[src/rtl/core/key_value_rule_table_core_assert.svh]
// Assertion macros shared by the key/value rule table RTL.
`ifndef KEY_VALUE_RULE_TABLE_CORE_ASSERT_SVH
`define KEY_VALUE_RULE_TABLE_CORE_ASSERT_SVH

// Property checked on every rising edge of clk_i outside reset.
`define KVRT_ASSERT(lbl, prop, msg) \
  lbl: assert property (@(posedge clk_i) disable iff (!rst_ni) (prop)) else $error(msg);

// Implication whose consequent is checked in the cycle after the antecedent, outside reset.
`define KVRT_ASSERT_NEXT(lbl, ante, cons, msg) \
  lbl: assert property (@(posedge clk_i) disable iff (!rst_ni) (ante) |=> (cons)) else $error(msg);

`endif

[src/rtl/core/kvrt_ram.sv]
// Generic single-write, single-read synchronous RAM with registered read data.
`default_nettype none

module kvrt_ram #(
  parameter int unsigned WIDTH = 8,
  parameter int unsigned DEPTH = 16,
  localparam int unsigned AW = (DEPTH > 1) ? $clog2(DEPTH) : 1
) (
  input  wire logic             clk_i,
  input  wire logic             we_i,
  input  wire logic [AW-1:0]    waddr_i,
  input  wire logic [WIDTH-1:0] wdata_i,
  input  wire logic [AW-1:0]    raddr_i,
  output logic      [WIDTH-1:0] rdata_o
);

  logic [WIDTH-1:0] mem_q [DEPTH];

  always_ff @(posedge clk_i) begin
    if (we_i) begin
      mem_q[waddr_i] <= wdata_i;
    end
    rdata_o <= mem_q[raddr_i];
  end

endmodule

`default_nettype wire

[config.mk]
export PLATFORM = sky130hd
export DESIGN_NAME = kvrt_ram
export DESIGN_NICKNAME = d
export VERILOG_FILES = /design/src/rtl/core/key_value_rule_table_core_assert.svh /design/src/rtl/core/kvrt_ram.sv
export SDC_FILE = /design/constraint.sdc
export NUM_CORES = 1
export LEC_CHECK = 0
export BUFFER_PORTS_ARGS = -buffer_cell sky130_fd_sc_hd__buf_2
export CORE_MARGIN = 8
export CORE_UTILIZATION = 48
export DETAILED_ROUTE_END_ITERATION = 8
export GPL_TIMING_DRIVEN = 1
export PLACE_DENSITY = 0.68
export SLEW_MARGIN = 20
export SYNTH_ARGS = -nofsm -noshare
export SYNTH_HDL_FRONTEND = slang
export SYNTH_SLANG_ARGS = --single-unit
export TNS_END_PERCENT = 50
[constraint.sdc]
create_clock -name clk_i -period 2.1 [get_ports clk_i]
set_input_delay 0.42 -clock clk_i [delete_from_list [all_inputs] [get_ports clk_i]]
set_output_delay 0.42 -clock clk_i [all_outputs]
set_load 0.005 [all_outputs]
### Yosys cells after proc, flatten, opt, wreduce, memory -nomap -nowiden

Memories as Yosys holds them, arrays and structs flattened. A register that Yosys moved wholly into a read port is not among the register bits.
Cells that the tools add are included.

| word-level totals | value |
|---|---|
| register bits | 0 |
| RAM bits | 128 |
| input bits | 18 |
| output and inout port bits | 8 |
| logic and storage cells | 3 |
| memories kept | 1 |

| cells by class | value |
|---|---|
| muxes and demuxes | 2 |

Memories:

| name | depth | bits a word | rd ports | clocked after Yosys merged registers in | write ports | line | RTL |
|---|---|---|---|---|---|---|---|
| mem_q | 16 | 8 | 1 | 1 | 1 | kvrt_ram.sv:17 | `logic [WIDTH-1:0] mem_q [DEPTH];` |

Operators with widths:

| cell | count |
|---|---|
| $mux W1 | 2 |

### Logic depth before layout (Yosys ltp)

| logic depth | value |
|---|---|
| depth after elaboration | 2 |
| depth in mapped cells | 5 |
| depth with buffers taken out | 3 |

### Worst setup path after synthesis

OpenSTA, ideal clock, no wires.

| timing path | value |
|---|---|
| path kind | input to register |
| start point | input port waddr_i[2] |
| end point | memory mem_q[0][0] (enable) |
| setup time | 0.383 ns |
| data arrival time | 1.530 ns |
| required time | 1.717 ns |
| slack | 0.187 ns |
| cell stages on the path | 2 |
| path buffers | 0 |
| path through | or3b_2 -> nor3_1 |

RTL lines:

| element | line | RTL |
|---|---|---|
| start, declared | kvrt_ram.sv:11 | `input wire logic [AW-1:0] waddr_i,` |
| end, declared | kvrt_ram.sv:17 |  |

Straight into the memory's write port.

==> results.cfg <==
[status]
outcome = completed

[finish]
seq_area_um2 = 4000
fin_nets = 302
fillers = 801
multi_input_area_um2 = 1060
final_layout_size_suffix_gt1_share_pct = 30.0
syn_to_final_growth_pct = 18.5

[route]
top_layer_used = met4
wl_met1_mm = 4.06
drc = 0
drt-total-wl_mm = 9.47
wl_met3_um = 552
drtIter0Drc = 225
ant_nets = 0
drtPass1Iterations = 4
avgViaCountPerCell = 5.42
wire_per_inst_um = 21.6
vias = 2375
wl_met2_mm = 4.72

[sta]
finalSetupViolations = 0
tightest_slew_ns = 0.530
final.period_utilization_pct = 68.6
hold_viol = 0
hold_slack_ns = 0.286
grt_setup_unrepaired = false
fin_crit_ns = 1.44
skew_ns = 0.00764
slew_violations = 0
setup_tns_ns = 0
relSlewSlack_pct = 64.5
max_freq_mhz = 694

[power]
p_per_area_nw_per_um2 = 985
peakVddDrop_mv = 0.419
power_leakage_uw = 0.00208

[place]
port_buffers = 25
dp_hpwl_mm = 6.26
place_congestion = 0.823

[flow_run]
drv_cap = 0

[yosys]
synth-seq-area-share_pct = 77.8
synth_seq_cells = 136
syn-num-nets = 247
syn_area_um2 = 5150
postSynthCellCount = 229
postSynthAreaPerCell_um2 = 22.5
synth.distinct_cells = 19
yosys_warnings = 0

[clocking]
cts.htree.levels = 4
post_cts_buffers = 0
clk_latency_ns = 0.52
cts_buffers = 17
cts_buffer_depth = 2
postCtsResizedCells = 0
cts_root_buf = clkbuf_8
ctsHoldBuffers = 0
cts_tree = yes
clock_sinks = 136
clkTransAtPathRegs_ns = 0.06

[floorplan]
num_io_pins = 26
fp.dieArea_um2 = 14300
num_rows = 38
initial_core_util_pct = 48.3
core_area_um2 = 10700
die-height_um = 120
die_x_um = 120

[setup_path]
cp.required_ns = 2.50
cp-end-kind = flop
startpoint = mem_q[1][3]
start_kind = flop
cp_data_arrival_time_ns = 1.84
cp_max_fo = 1
critPathCapture = rdata_o[3]
r2r_slack_ns = 0.66
reg2reg_to = rdata_o[3]
regToRegStartpoint = mem_q[1][3]
crit_type = flop to flop
r2r_cells = 3

[global_routing]
antenna_found_initial = 0
grt_pass1_vias = 2484
overflow = 0
grt_max_degree = 21
grt_usage_pct = 14.2
grt_pass1_wl_mm = 14.7

[worst_hold_path]
hold_path_class = input pin to flop
[cell usage after synthesis, drive strengths merged]
library cell | number | area [µm²]
nor2 | 13 | 48.8
nand2b | 2 | 12.5
nand3 | 1 | 5.00
nand2 | 9 | 33.8
and2b | 1 | 7.51
a22oi | 16 | 120
edfxtp | 128 | 3840
clkdlybuf4s25 | 3 | 30.0
dfxtp | 8 | 160
mux4 | 32 | 773
nand3b | 2 | 15.0
buf | 7 | 56.3
nor2b | 1 | 6.26
nor3 | 4 | 20.0
or3b | 1 | 8.76
and2 | 1 | 6.26
[stage by stage]
step / instance area (µm²) / setup WS, ns / util (%) / power (µW) / instances
5_1_grt: 6100 / 0.610 / 57.3 / 6180 / 437
2_1_floorplan: 5150 / 0.187 / - / 3260 / 229
6_report: 6100 / 0.659 / 57.3 / 6010 / 438
3_3_place_gp: 5560 / 0.240 / 52.2 / 3390 / 405
4_1_cts: 6100 / 0.646 / 57.3 / 6060 / 437
3_5_place_dp: 5560 / 0.234 / 52.2 / 3400 / 405
[state kept, by name, summed over array words and instances (netlist names)]
name and cells:
mem_q 128, rdata_o 8
[cells by family after synthesis]
| kind of cell | share of synthesized area (%) |
|---|---|
| DFF | 77.8 |
| AOI/OAI and AO/OA | 2.33 |
| muxes | 15.0 |
| buffers and inverters | 1.68 |
| and+or+nand+nor | 3.18 |
[final cells by class]
class | instances | area share [%]
Sequential cell | 136 | 65.6
Antenna cell | 1 | 0.0410
Multi-Input combinational cell | 83 | 17.3
Clock buffer | 29 | 8.18
Clock inverter | 3 | 0.697
Timing Repair Buffer | 46 | 5.25
Tap cell | 140 | 2.87
[where the power goes]
group          internal, µW  leakage [µW]  total [µW]  switching, µW
combinational           127      0.000595         281            154
clock                  1690      0.000261        2680            982
sequential             3040       0.00122        3050           16.6
total                  4860       0.00208        6010           1150
[cell usage in the layout (no fill, tap or decap)]
cell type,n
a22oi_1,16
and2_1,1
and2b_1,1
buf_12,3
buf_2,25
buf_4,18
bufinv_16,1
clkbuf_1,8
clkbuf_16,16
clkbuf_8,5
clkinv_2,1
clkinvlp_4,1
dfxtp_1,8
diode_2,1
edfxtp_1,128
mux4_1,14
mux4_2,18
nand2_1,9
nand2b_1,2
nand3_1,1
nand3b_1,2
nor2_1,13
nor2b_1,1
nor3_1,4
or3b_2,1
[worst min path at each step]
stage,from,end,cells after the start
after floorplan,wdata_i[0],mem_q[0][0],0
after global placement,mem_q[11][3],rdata_o[3],3
after detailed placement,mem_q[15][6],rdata_o[6],3
after CTS,wdata_i[1],mem_q[0][1],1
after global routing,wdata_i[1],mem_q[14][1],1
final,wdata_i[1],mem_q[13][1],1
[layer usage]
layer  GRT usage [%]  up-vias
li1                -     1089
met2            22.3       70
met1            17.8     1205
met5               0        -
met4            7.10        0
met3            4.32       11
[worst max-delay path, stage by stage (launching register included)]
cell	delay [ns]
edfxtp_1	0.38
mux4_1	0.53
a22oi_1	0.33
nand2_1	0.09
Power figures use the tool's default switching activity.
