### src/rtl/core/key_value_rule_table_core_assert.svh
// Assertion macros shared by the key/value rule table RTL.
`ifndef KEY_VALUE_RULE_TABLE_CORE_ASSERT_SVH
`define KEY_VALUE_RULE_TABLE_CORE_ASSERT_SVH

// Property checked on every rising edge of clk_i outside reset.
`define KVRT_ASSERT(lbl, prop, msg) \
  lbl: assert property (@(posedge clk_i) disable iff (!rst_ni) (prop)) else $error(msg);

// Implication whose consequent is checked in the cycle after the antecedent, outside reset.
`define KVRT_ASSERT_NEXT(lbl, ante, cons, msg) \
  lbl: assert property (@(posedge clk_i) disable iff (!rst_ni) (ante) |=> (cons)) else $error(msg);

`endif

### src/rtl/core/kvrt_pkg.sv
// Package with constants, codes and payload types of the key/value rule table.
`default_nettype none

package kvrt_pkg;

  localparam int unsigned ENTRIES = 256;
  localparam int unsigned IDX_W = (ENTRIES > 1) ? $clog2(ENTRIES) : 1;
  localparam int unsigned CNT_W = $clog2(ENTRIES + 1);
  localparam int unsigned KEY_W = 32;
  localparam int unsigned VAL_W = 32;
  localparam int unsigned COUNT_OUT_W = 9;

  localparam logic [1:0] OP_LOOKUP = 2'd0;
  localparam logic [1:0] OP_INSERT = 2'd1;
  localparam logic [1:0] OP_DELETE = 2'd2;

  localparam logic [1:0] ST_OK = 2'd0;
  localparam logic [1:0] ST_NOT_FOUND = 2'd1;
  localparam logic [1:0] ST_FULL = 2'd2;

  typedef struct packed {
    logic [1:0]       operation;
    logic [KEY_W-1:0] key;
    logic [VAL_W-1:0] value;
  } req_t;

  typedef struct packed {
    logic [1:0]             status;
    logic [VAL_W-1:0]       found_value;
    logic [COUNT_OUT_W-1:0] entry_count;
  } rsp_t;

  typedef struct packed {
    logic [KEY_W-1:0] key;
    logic [VAL_W-1:0] value;
  } entry_t;

  typedef struct packed {
    logic             done;
    logic             hit;
    logic [IDX_W-1:0] hit_idx;
    logic [VAL_W-1:0] hit_value;
    logic             free;
    logic [IDX_W-1:0] free_idx;
  } scan_res_t;

endpackage

`default_nettype wire

### src/rtl/core/kvrt_scan.sv
// Sweep engine that reads every entry once and finds the first key match and first free slot.
`default_nettype none

module kvrt_scan (
  input  wire logic                           clk_i,
  input  wire logic                           rst_ni,
  input  wire logic                           start_i,
  input  wire logic [kvrt_pkg::KEY_W-1:0]     key_i,
  input  wire logic                           vld_bit_i,
  output logic      [kvrt_pkg::IDX_W-1:0]     rd_addr_o,
  input  wire kvrt_pkg::entry_t               rd_data_i,
  output kvrt_pkg::scan_res_t                 res_o
);

  localparam logic [kvrt_pkg::IDX_W-1:0] LastIdx = kvrt_pkg::IDX_W'(kvrt_pkg::ENTRIES - 1);

  logic                          busy_q, busy_d;
  logic [kvrt_pkg::IDX_W-1:0]    cnt_q, cnt_d;
  logic                          live_q, last_q, pvld_q;
  logic [kvrt_pkg::IDX_W-1:0]    pidx_q;
  logic                          done_q;
  logic                          hit_q, hit_d, free_q, free_d;
  logic [kvrt_pkg::IDX_W-1:0]    hit_idx_q, hit_idx_d, free_idx_q, free_idx_d;
  logic [kvrt_pkg::VAL_W-1:0]    hit_val_q, hit_val_d;

  assign rd_addr_o = cnt_q;

  always_comb begin
    busy_d = busy_q;
    cnt_d  = cnt_q;
    if (start_i) begin
      busy_d = 1'b1;
      cnt_d  = '0;
    end else if (busy_q) begin
      if (cnt_q == LastIdx) begin
        busy_d = 1'b0;
      end else begin
        cnt_d = cnt_q + 1'b1;
      end
    end
  end

  always_comb begin
    hit_d      = hit_q;
    hit_idx_d  = hit_idx_q;
    hit_val_d  = hit_val_q;
    free_d     = free_q;
    free_idx_d = free_idx_q;
    if (start_i) begin
      hit_d  = 1'b0;
      free_d = 1'b0;
    end else if (live_q) begin
      if (pvld_q && !hit_q && (rd_data_i.key == key_i)) begin
        hit_d     = 1'b1;
        hit_idx_d = pidx_q;
        hit_val_d = rd_data_i.value;
      end
      if (!pvld_q && !free_q) begin
        free_d     = 1'b1;
        free_idx_d = pidx_q;
      end
    end
  end

  always_ff @(posedge clk_i or negedge rst_ni) begin
    if (!rst_ni) begin
      busy_q <= 1'b0;
      cnt_q  <= '0;
      live_q <= 1'b0;
      last_q <= 1'b0;
      done_q <= 1'b0;
      hit_q  <= 1'b0;
      free_q <= 1'b0;
    end else begin
      busy_q <= busy_d;
      cnt_q  <= cnt_d;
      live_q <= busy_q && !start_i;
      last_q <= busy_q && (cnt_q == LastIdx);
      done_q <= live_q && last_q;
      hit_q  <= hit_d;
      free_q <= free_d;
    end
  end

  always_ff @(posedge clk_i) begin
    pvld_q     <= vld_bit_i;
    pidx_q     <= cnt_q;
    hit_idx_q  <= hit_idx_d;
    hit_val_q  <= hit_val_d;
    free_idx_q <= free_idx_d;
  end

  always_comb begin
    res_o.done      = done_q;
    res_o.hit       = hit_q;
    res_o.hit_idx   = hit_idx_q;
    res_o.hit_value = hit_val_q;
    res_o.free      = free_q;
    res_o.free_idx  = free_idx_q;
  end

endmodule

`default_nettype wire

### config.mk
export PLATFORM = sky130hd
export DESIGN_NAME = kvrt_scan
export DESIGN_NICKNAME = d
export VERILOG_FILES = /design/src/rtl/core/key_value_rule_table_core_assert.svh /design/src/rtl/core/kvrt_pkg.sv /design/src/rtl/core/kvrt_scan.sv
export SDC_FILE = /design/constraint.sdc
export NUM_CORES = 1
export LEC_CHECK = 0
export ABC_CLOCK_PERIOD_IN_PS = 5400
export BUFFER_PORTS_ARGS = -buffer_cell sky130_fd_sc_hd__clkbuf_2
export CAP_MARGIN = 10
export CORE_AREA = 2 2 99 77
export DETAILED_ROUTE_END_ITERATION = 6
export DIE_AREA = 0 0 101 79
export GPL_TIMING_DRIVEN = 1
export PLACE_DENSITY = 0.74
export SETUP_SLACK_MARGIN = 0.15
export SLEW_MARGIN = 20
export SYNTH_ARGS = -nofsm -noshare
export SYNTH_HDL_FRONTEND = slang
export SYNTH_SLANG_ARGS = --single-unit
### constraint.sdc
create_clock -name clk_i -period 5.4 [get_ports clk_i]
set_clock_uncertainty 0.2 [all_clocks]
set_input_delay 0.54 -clock clk_i [delete_from_list [all_inputs] [get_ports clk_i]]
set_output_delay 0.54 -clock clk_i [all_outputs]
set_load 0.05 [all_outputs]
Yosys cells after proc, flatten, opt, wreduce, memory -nomap -nowiden --
Index checks and enable logic that the tools add are counted.
Word-level totals: logic and storage cells 48, bits of input ports 100, flip-flop bits (word level) 71
Operators by class: equal/unequal tests 3, reduce and logical (&&, ||, !) cells 19, multiplexer cells 12, bitwise operators 1, add/sub/neg operators 1
Operators by type and width (number):
- $eq A32 B32 Y1 | 1
- $mux W8 | 3
- $mux W1 | 9
- $add A8 B1 Y8 const B | 1
- $eq A8 B8 Y1 const B | 1
- $reduce_bool A2 Y1 | 4
- $logic_and A1 B1 Y1 | 6
- $reduce_and A2 Y1 | 3
- $reduce_and A3 Y1 | 2
- $logic_not A1 Y1 | 4
- $ne A2 B2 Y1 const B | 1
- $not A1 Y1 | 1

Logic depth before layout (Yosys ltp) --
depth after elaboration 6, mapped depth 6, gate-level depth less buffers 6

Worst setup path before layout --
OpenSTA, ideal clock, no wires.
path type input -> register, start input start_i, end register hit_idx_q[0] (netlist name), enable pin, data arrival time 5.332 ns, setup slack -0.669 ns, required time 4.663 ns, setup time 0.537 ns, stages 5, path through nand2b_4 -> or4b_1 -> nor4_1 -> nand2_1 -> nor4_1
On the way: longest elaborated chain between the ends 2
Ends and longest elaborated chain:
- start, declared | RTL line kvrt_scan.sv:7 | input wire logic start_i,
- $not A1 Y1 (no line)
- $reduce_and A3 Y1 (no line)
- end signal, assigned | RTL line kvrt_scan.sv:88 | hit_idx_q <= hit_idx_d;
- end, declared | RTL line kvrt_scan.sv:23 | logic [kvrt_pkg::IDX_W-1:0] hit_idx_q, hit_idx_d, free_idx_q, free_idx_d;
No other way between the ends. A chain may end at the register's enable or synchronous reset.

Final worst setup path --
start input start_i, end register hit_idx_q[1] (netlist name), enable pin
The elaborated chain is that of the path after synthesis.

==> impl_metrics.json <==
{
  "hp-class": "in -> reg",
  "nets": 430,
  "tns_ps": 0,
  "worstPathCellList": "clkbuf_2 > nand2b_4 > or4b_1 > nor4_1 > nand2_1 > nor4_4 > buf_4",
  "setup_viol": 0,
  "synth_edf_count": 48,
  "n_antenna_cell": 0,
  "ant_nets": 0,
  "dr_wl_met3_um": 494,
  "hold_path_depth": 1,
  "cts-resized-gates": 0,
  "netlist_top_cells_count": "48 x edfxtp_1, 33 x xnor2_1, 14 x dfrtp_1, 10 x nor2_1",
  "r2r_end": "hit_idx_q[1]",
  "clock_latency_ps": 330,
  "syn_area_per_cell_um2": 16.2,
  "synth_top_area_frac": 0.552,
  "num_vias": 1852,
  "drc": 0,
  "slowest_delay_ps": 490,
  "cts_root_buffer": "clkbuf_8",
  "syn_area_um2": 2610,
  "post-route-period-util": 0.511,
  "finalHoldViolations": 0,
  "ios": 159,
  "fin_cells": 421,
  "coreArea_um2": 7090,
  "synthCells": 161,
  "rrSetupSlack_ps": 2760,
  "final_area_um2": 3700,
  "post_cts_buffers": 0,
  "grtUsageTotal": 0.142,
  "slew_viol_final": 0,
  "worst-setup-path-type": "in -> reg",
  "cts_htree_levels": 3,
  "met1Wirelength_um": 2220,
  "yosysSeqAreaShare": 0.756,
  "grt.overflow.total": 0,
  "cts_tree": "done",
  "grt_max_degree": 41,
  "synth_seq_cells": 71,
  "grt_pass1_vias": 1772,
  "maxCapViolCount": 0,
  "cts_buffer_depth": 2,
  "critPathRequiredTime_ps": 5170,
  "critPathMaxFanout": 40,
  "fp-row-count": 27,
  "numClockSinks": 71,
  "io_buffers": 158,
  "gp_congestion": 0.732,
  "min_from": "vld_bit_i",
  "place_area_um2": 3510,
  "grt_pass1_wl_um": 8400,
  "drt_first_pass_iters": 3,
  "whs_ps": 107,
  "yosysMostFrequentCell": "edfxtp_1",
  "place_hpwl_um": 4390,
  "chipHeight_um": 79,
  "highest_layer": "met4",
  "rsz0062_at_grt": "no",
  "startpoint": "start_i",
  "antenna_found_initial": 0,
  "synth_area_leaders": "edfxtp_1 55%, dfrtp_1 13%, xnor2_1 11%, dfxtp_1 6.9%, nand4_1 2.2%",
  "max-vdd-ir-drop_mv": 0.142,
  "viasPerCell": 4.40,
  "slew_headroom": 0.490,
  "synth_area_leader_cell": "edfxtp_1",
  "tightest_slew_ps": 759,
  "async_flop_share": 0.197,
  "end_kind": "flip-flop",
  "worstPathArrival_ps": 2530,
  "max_freq_mhz": 363,
  "wire_per_inst_um": 13.1,
  "r2r-start": "live_q",
  "start_kind": "input port",
  "initial_core_util": 0.368,
  "cts_buffers": 9,
  "drt_iter0_markers": 37,
  "ys_types": 25,
  "ctsHoldBuffers": 1,
  "run_status": "finished, final reports clean",
  "holdPathEnd": "pvld_q",
  "power_leakage_nw": 1.63,
  "crit_slowest_cell": "or4b_1",
  "yosysWarnings": 0,
  "power.density_nw_per_um2": 283,
  "dp.cells": 404,
  "reg2reg_depth": 6,
  "synthFlopType": "edfxtp_1",
  "dieArea_um2": 7980,
  "clk_pin_slew_worst_paths_ps": 70,
  "finish.utilization": 0.521,
  "syn_nets": 262,
  "finalCriticalPeriod_ps": 2760,
  "syn_to_final_growth_pct": 41.7,
  "final_layout_size_suffix_gt1_frac": 0.536,
  "dr_wl_met2_um": 2800,
  "fp.dieW_um": 101,
  "wl_um": 5540
}
==> cell families (layout without fill, tap and decap cells) <==
logic type / after synthesis / after routing / share of synthesized area
AO/OA/AOI/OAI: 5 / 5 / 0.0163
XOR/XNOR: 38 / 38 / 0.128
adder cells (fa/ha/maj): 1 / 1 / 0.00479
buffers and inverters: 7 / 180 / 0.0144
flip-flops: 71 / 71 / 0.756
multiplexers: 1 / 1 / 0.00384
AND/OR/NAND/NOR: 38 / 38 / 0.0777
==> flip-flops by register name, summed over array words and instances (netlist names) <==
register	flops
done_q	1
hit_idx_q	8
rd_addr_o	8
live_q	1
free_idx_q	8
free_q	1
hit_val_q	32
pidx_q	8
hit_q	1
busy_q	1
last_q	1
pvld_q	1
==> worst max-delay path by stage <==
stage                          endpoint  slack [ps]  depth (start not counted)
after detailed placement   hit_val_q[6]        2260                          7
after CTS                  hit_idx_q[2]        2630                          7
after global placement    hit_val_q[25]        2350                          7
after global routing       hit_idx_q[2]        2490                          7
final                      hit_idx_q[1]        2640                          7
after floorplan            hit_idx_q[0]        1020                          5
==> critical path: cells and delay by family <==
kind,cells,cell delay [ps]
and+or+nand+nor,5,1300
buffers and inverters,2,650
==> cell type report <==
cell class / instances / area (µm²)
Inverter: 3 / 11.3
Multi-Input combinational cell: 83 / 616
Timing Repair Buffer: 161 / 816
Fill cell: 636 / 3400
Tap cell: 87 / 109
Sequential cell: 71 / 1970
Clock inverter: 7 / 50.0
Clock buffer: 9 / 124
==> cell usage in the layout (no fill, tap or decap) <==
cell / netlist / routed
clkbuf_8: 0 / 9
dlygate4sd3_1: 0 / 1
clkinv_1: 0 / 1
clkinv_4: 0 / 3
a21oi_1: 1 / 1
or3_1: 1 / 1
mux2i_1: 1 / 1
clkbuf_2: 0 / 158
nand2_1: 5 / 5
nand2b_4: 1 / 1
and2_1: 1 / 1
nor2_1: 10 / 10
o21ai_0: 1 / 1
ha_1: 1 / 1
inv_1: 3 / 3
o21ai_2: 1 / 1
nand4_1: 9 / 9
or4b_1: 1 / 1
o41ai_2: 1 / 1
nor4_4: 0 / 1
dfrtp_1: 14 / 14
xor2_1: 5 / 5
edfxtp_1: 48 / 48
clkinvlp_4: 0 / 2
nand3_1: 2 / 2
xnor2_1: 33 / 33
nor3_1: 5 / 5
nor4_1: 3 / 2
buf_4: 3 / 2
dfxtp_1: 9 / 9
clkinv_2: 0 / 1
a21o_1: 1 / 1
==> per-layer routing <==
metal,track usage,vias to the layer above
met3,0.0616,2
met1,0.160,843
met2,0.242,96
li1,-,911
met5,0,-
met4,0.0446,0
==> through the flow <==
step / total power [mW] / setup WS, ps
after floorplan: 0.648 / 1020
after global placement: 0.696 / 2350
after detailed placement: 0.699 / 2260
after CTS: 1.06 / 2630
after global routing: 1.09 / 2490
final: 1.04 / 2640
==> report_power, final <==
part | internal [mW] | switching [mW]
Clock | 0.166 | 0.193
Combinational | 0.0481 | 0.0460
Sequential | 0.587 | 0.00503
Total | 0.801 | 0.244
No activity file was read; power rests on OpenSTA's default activity.
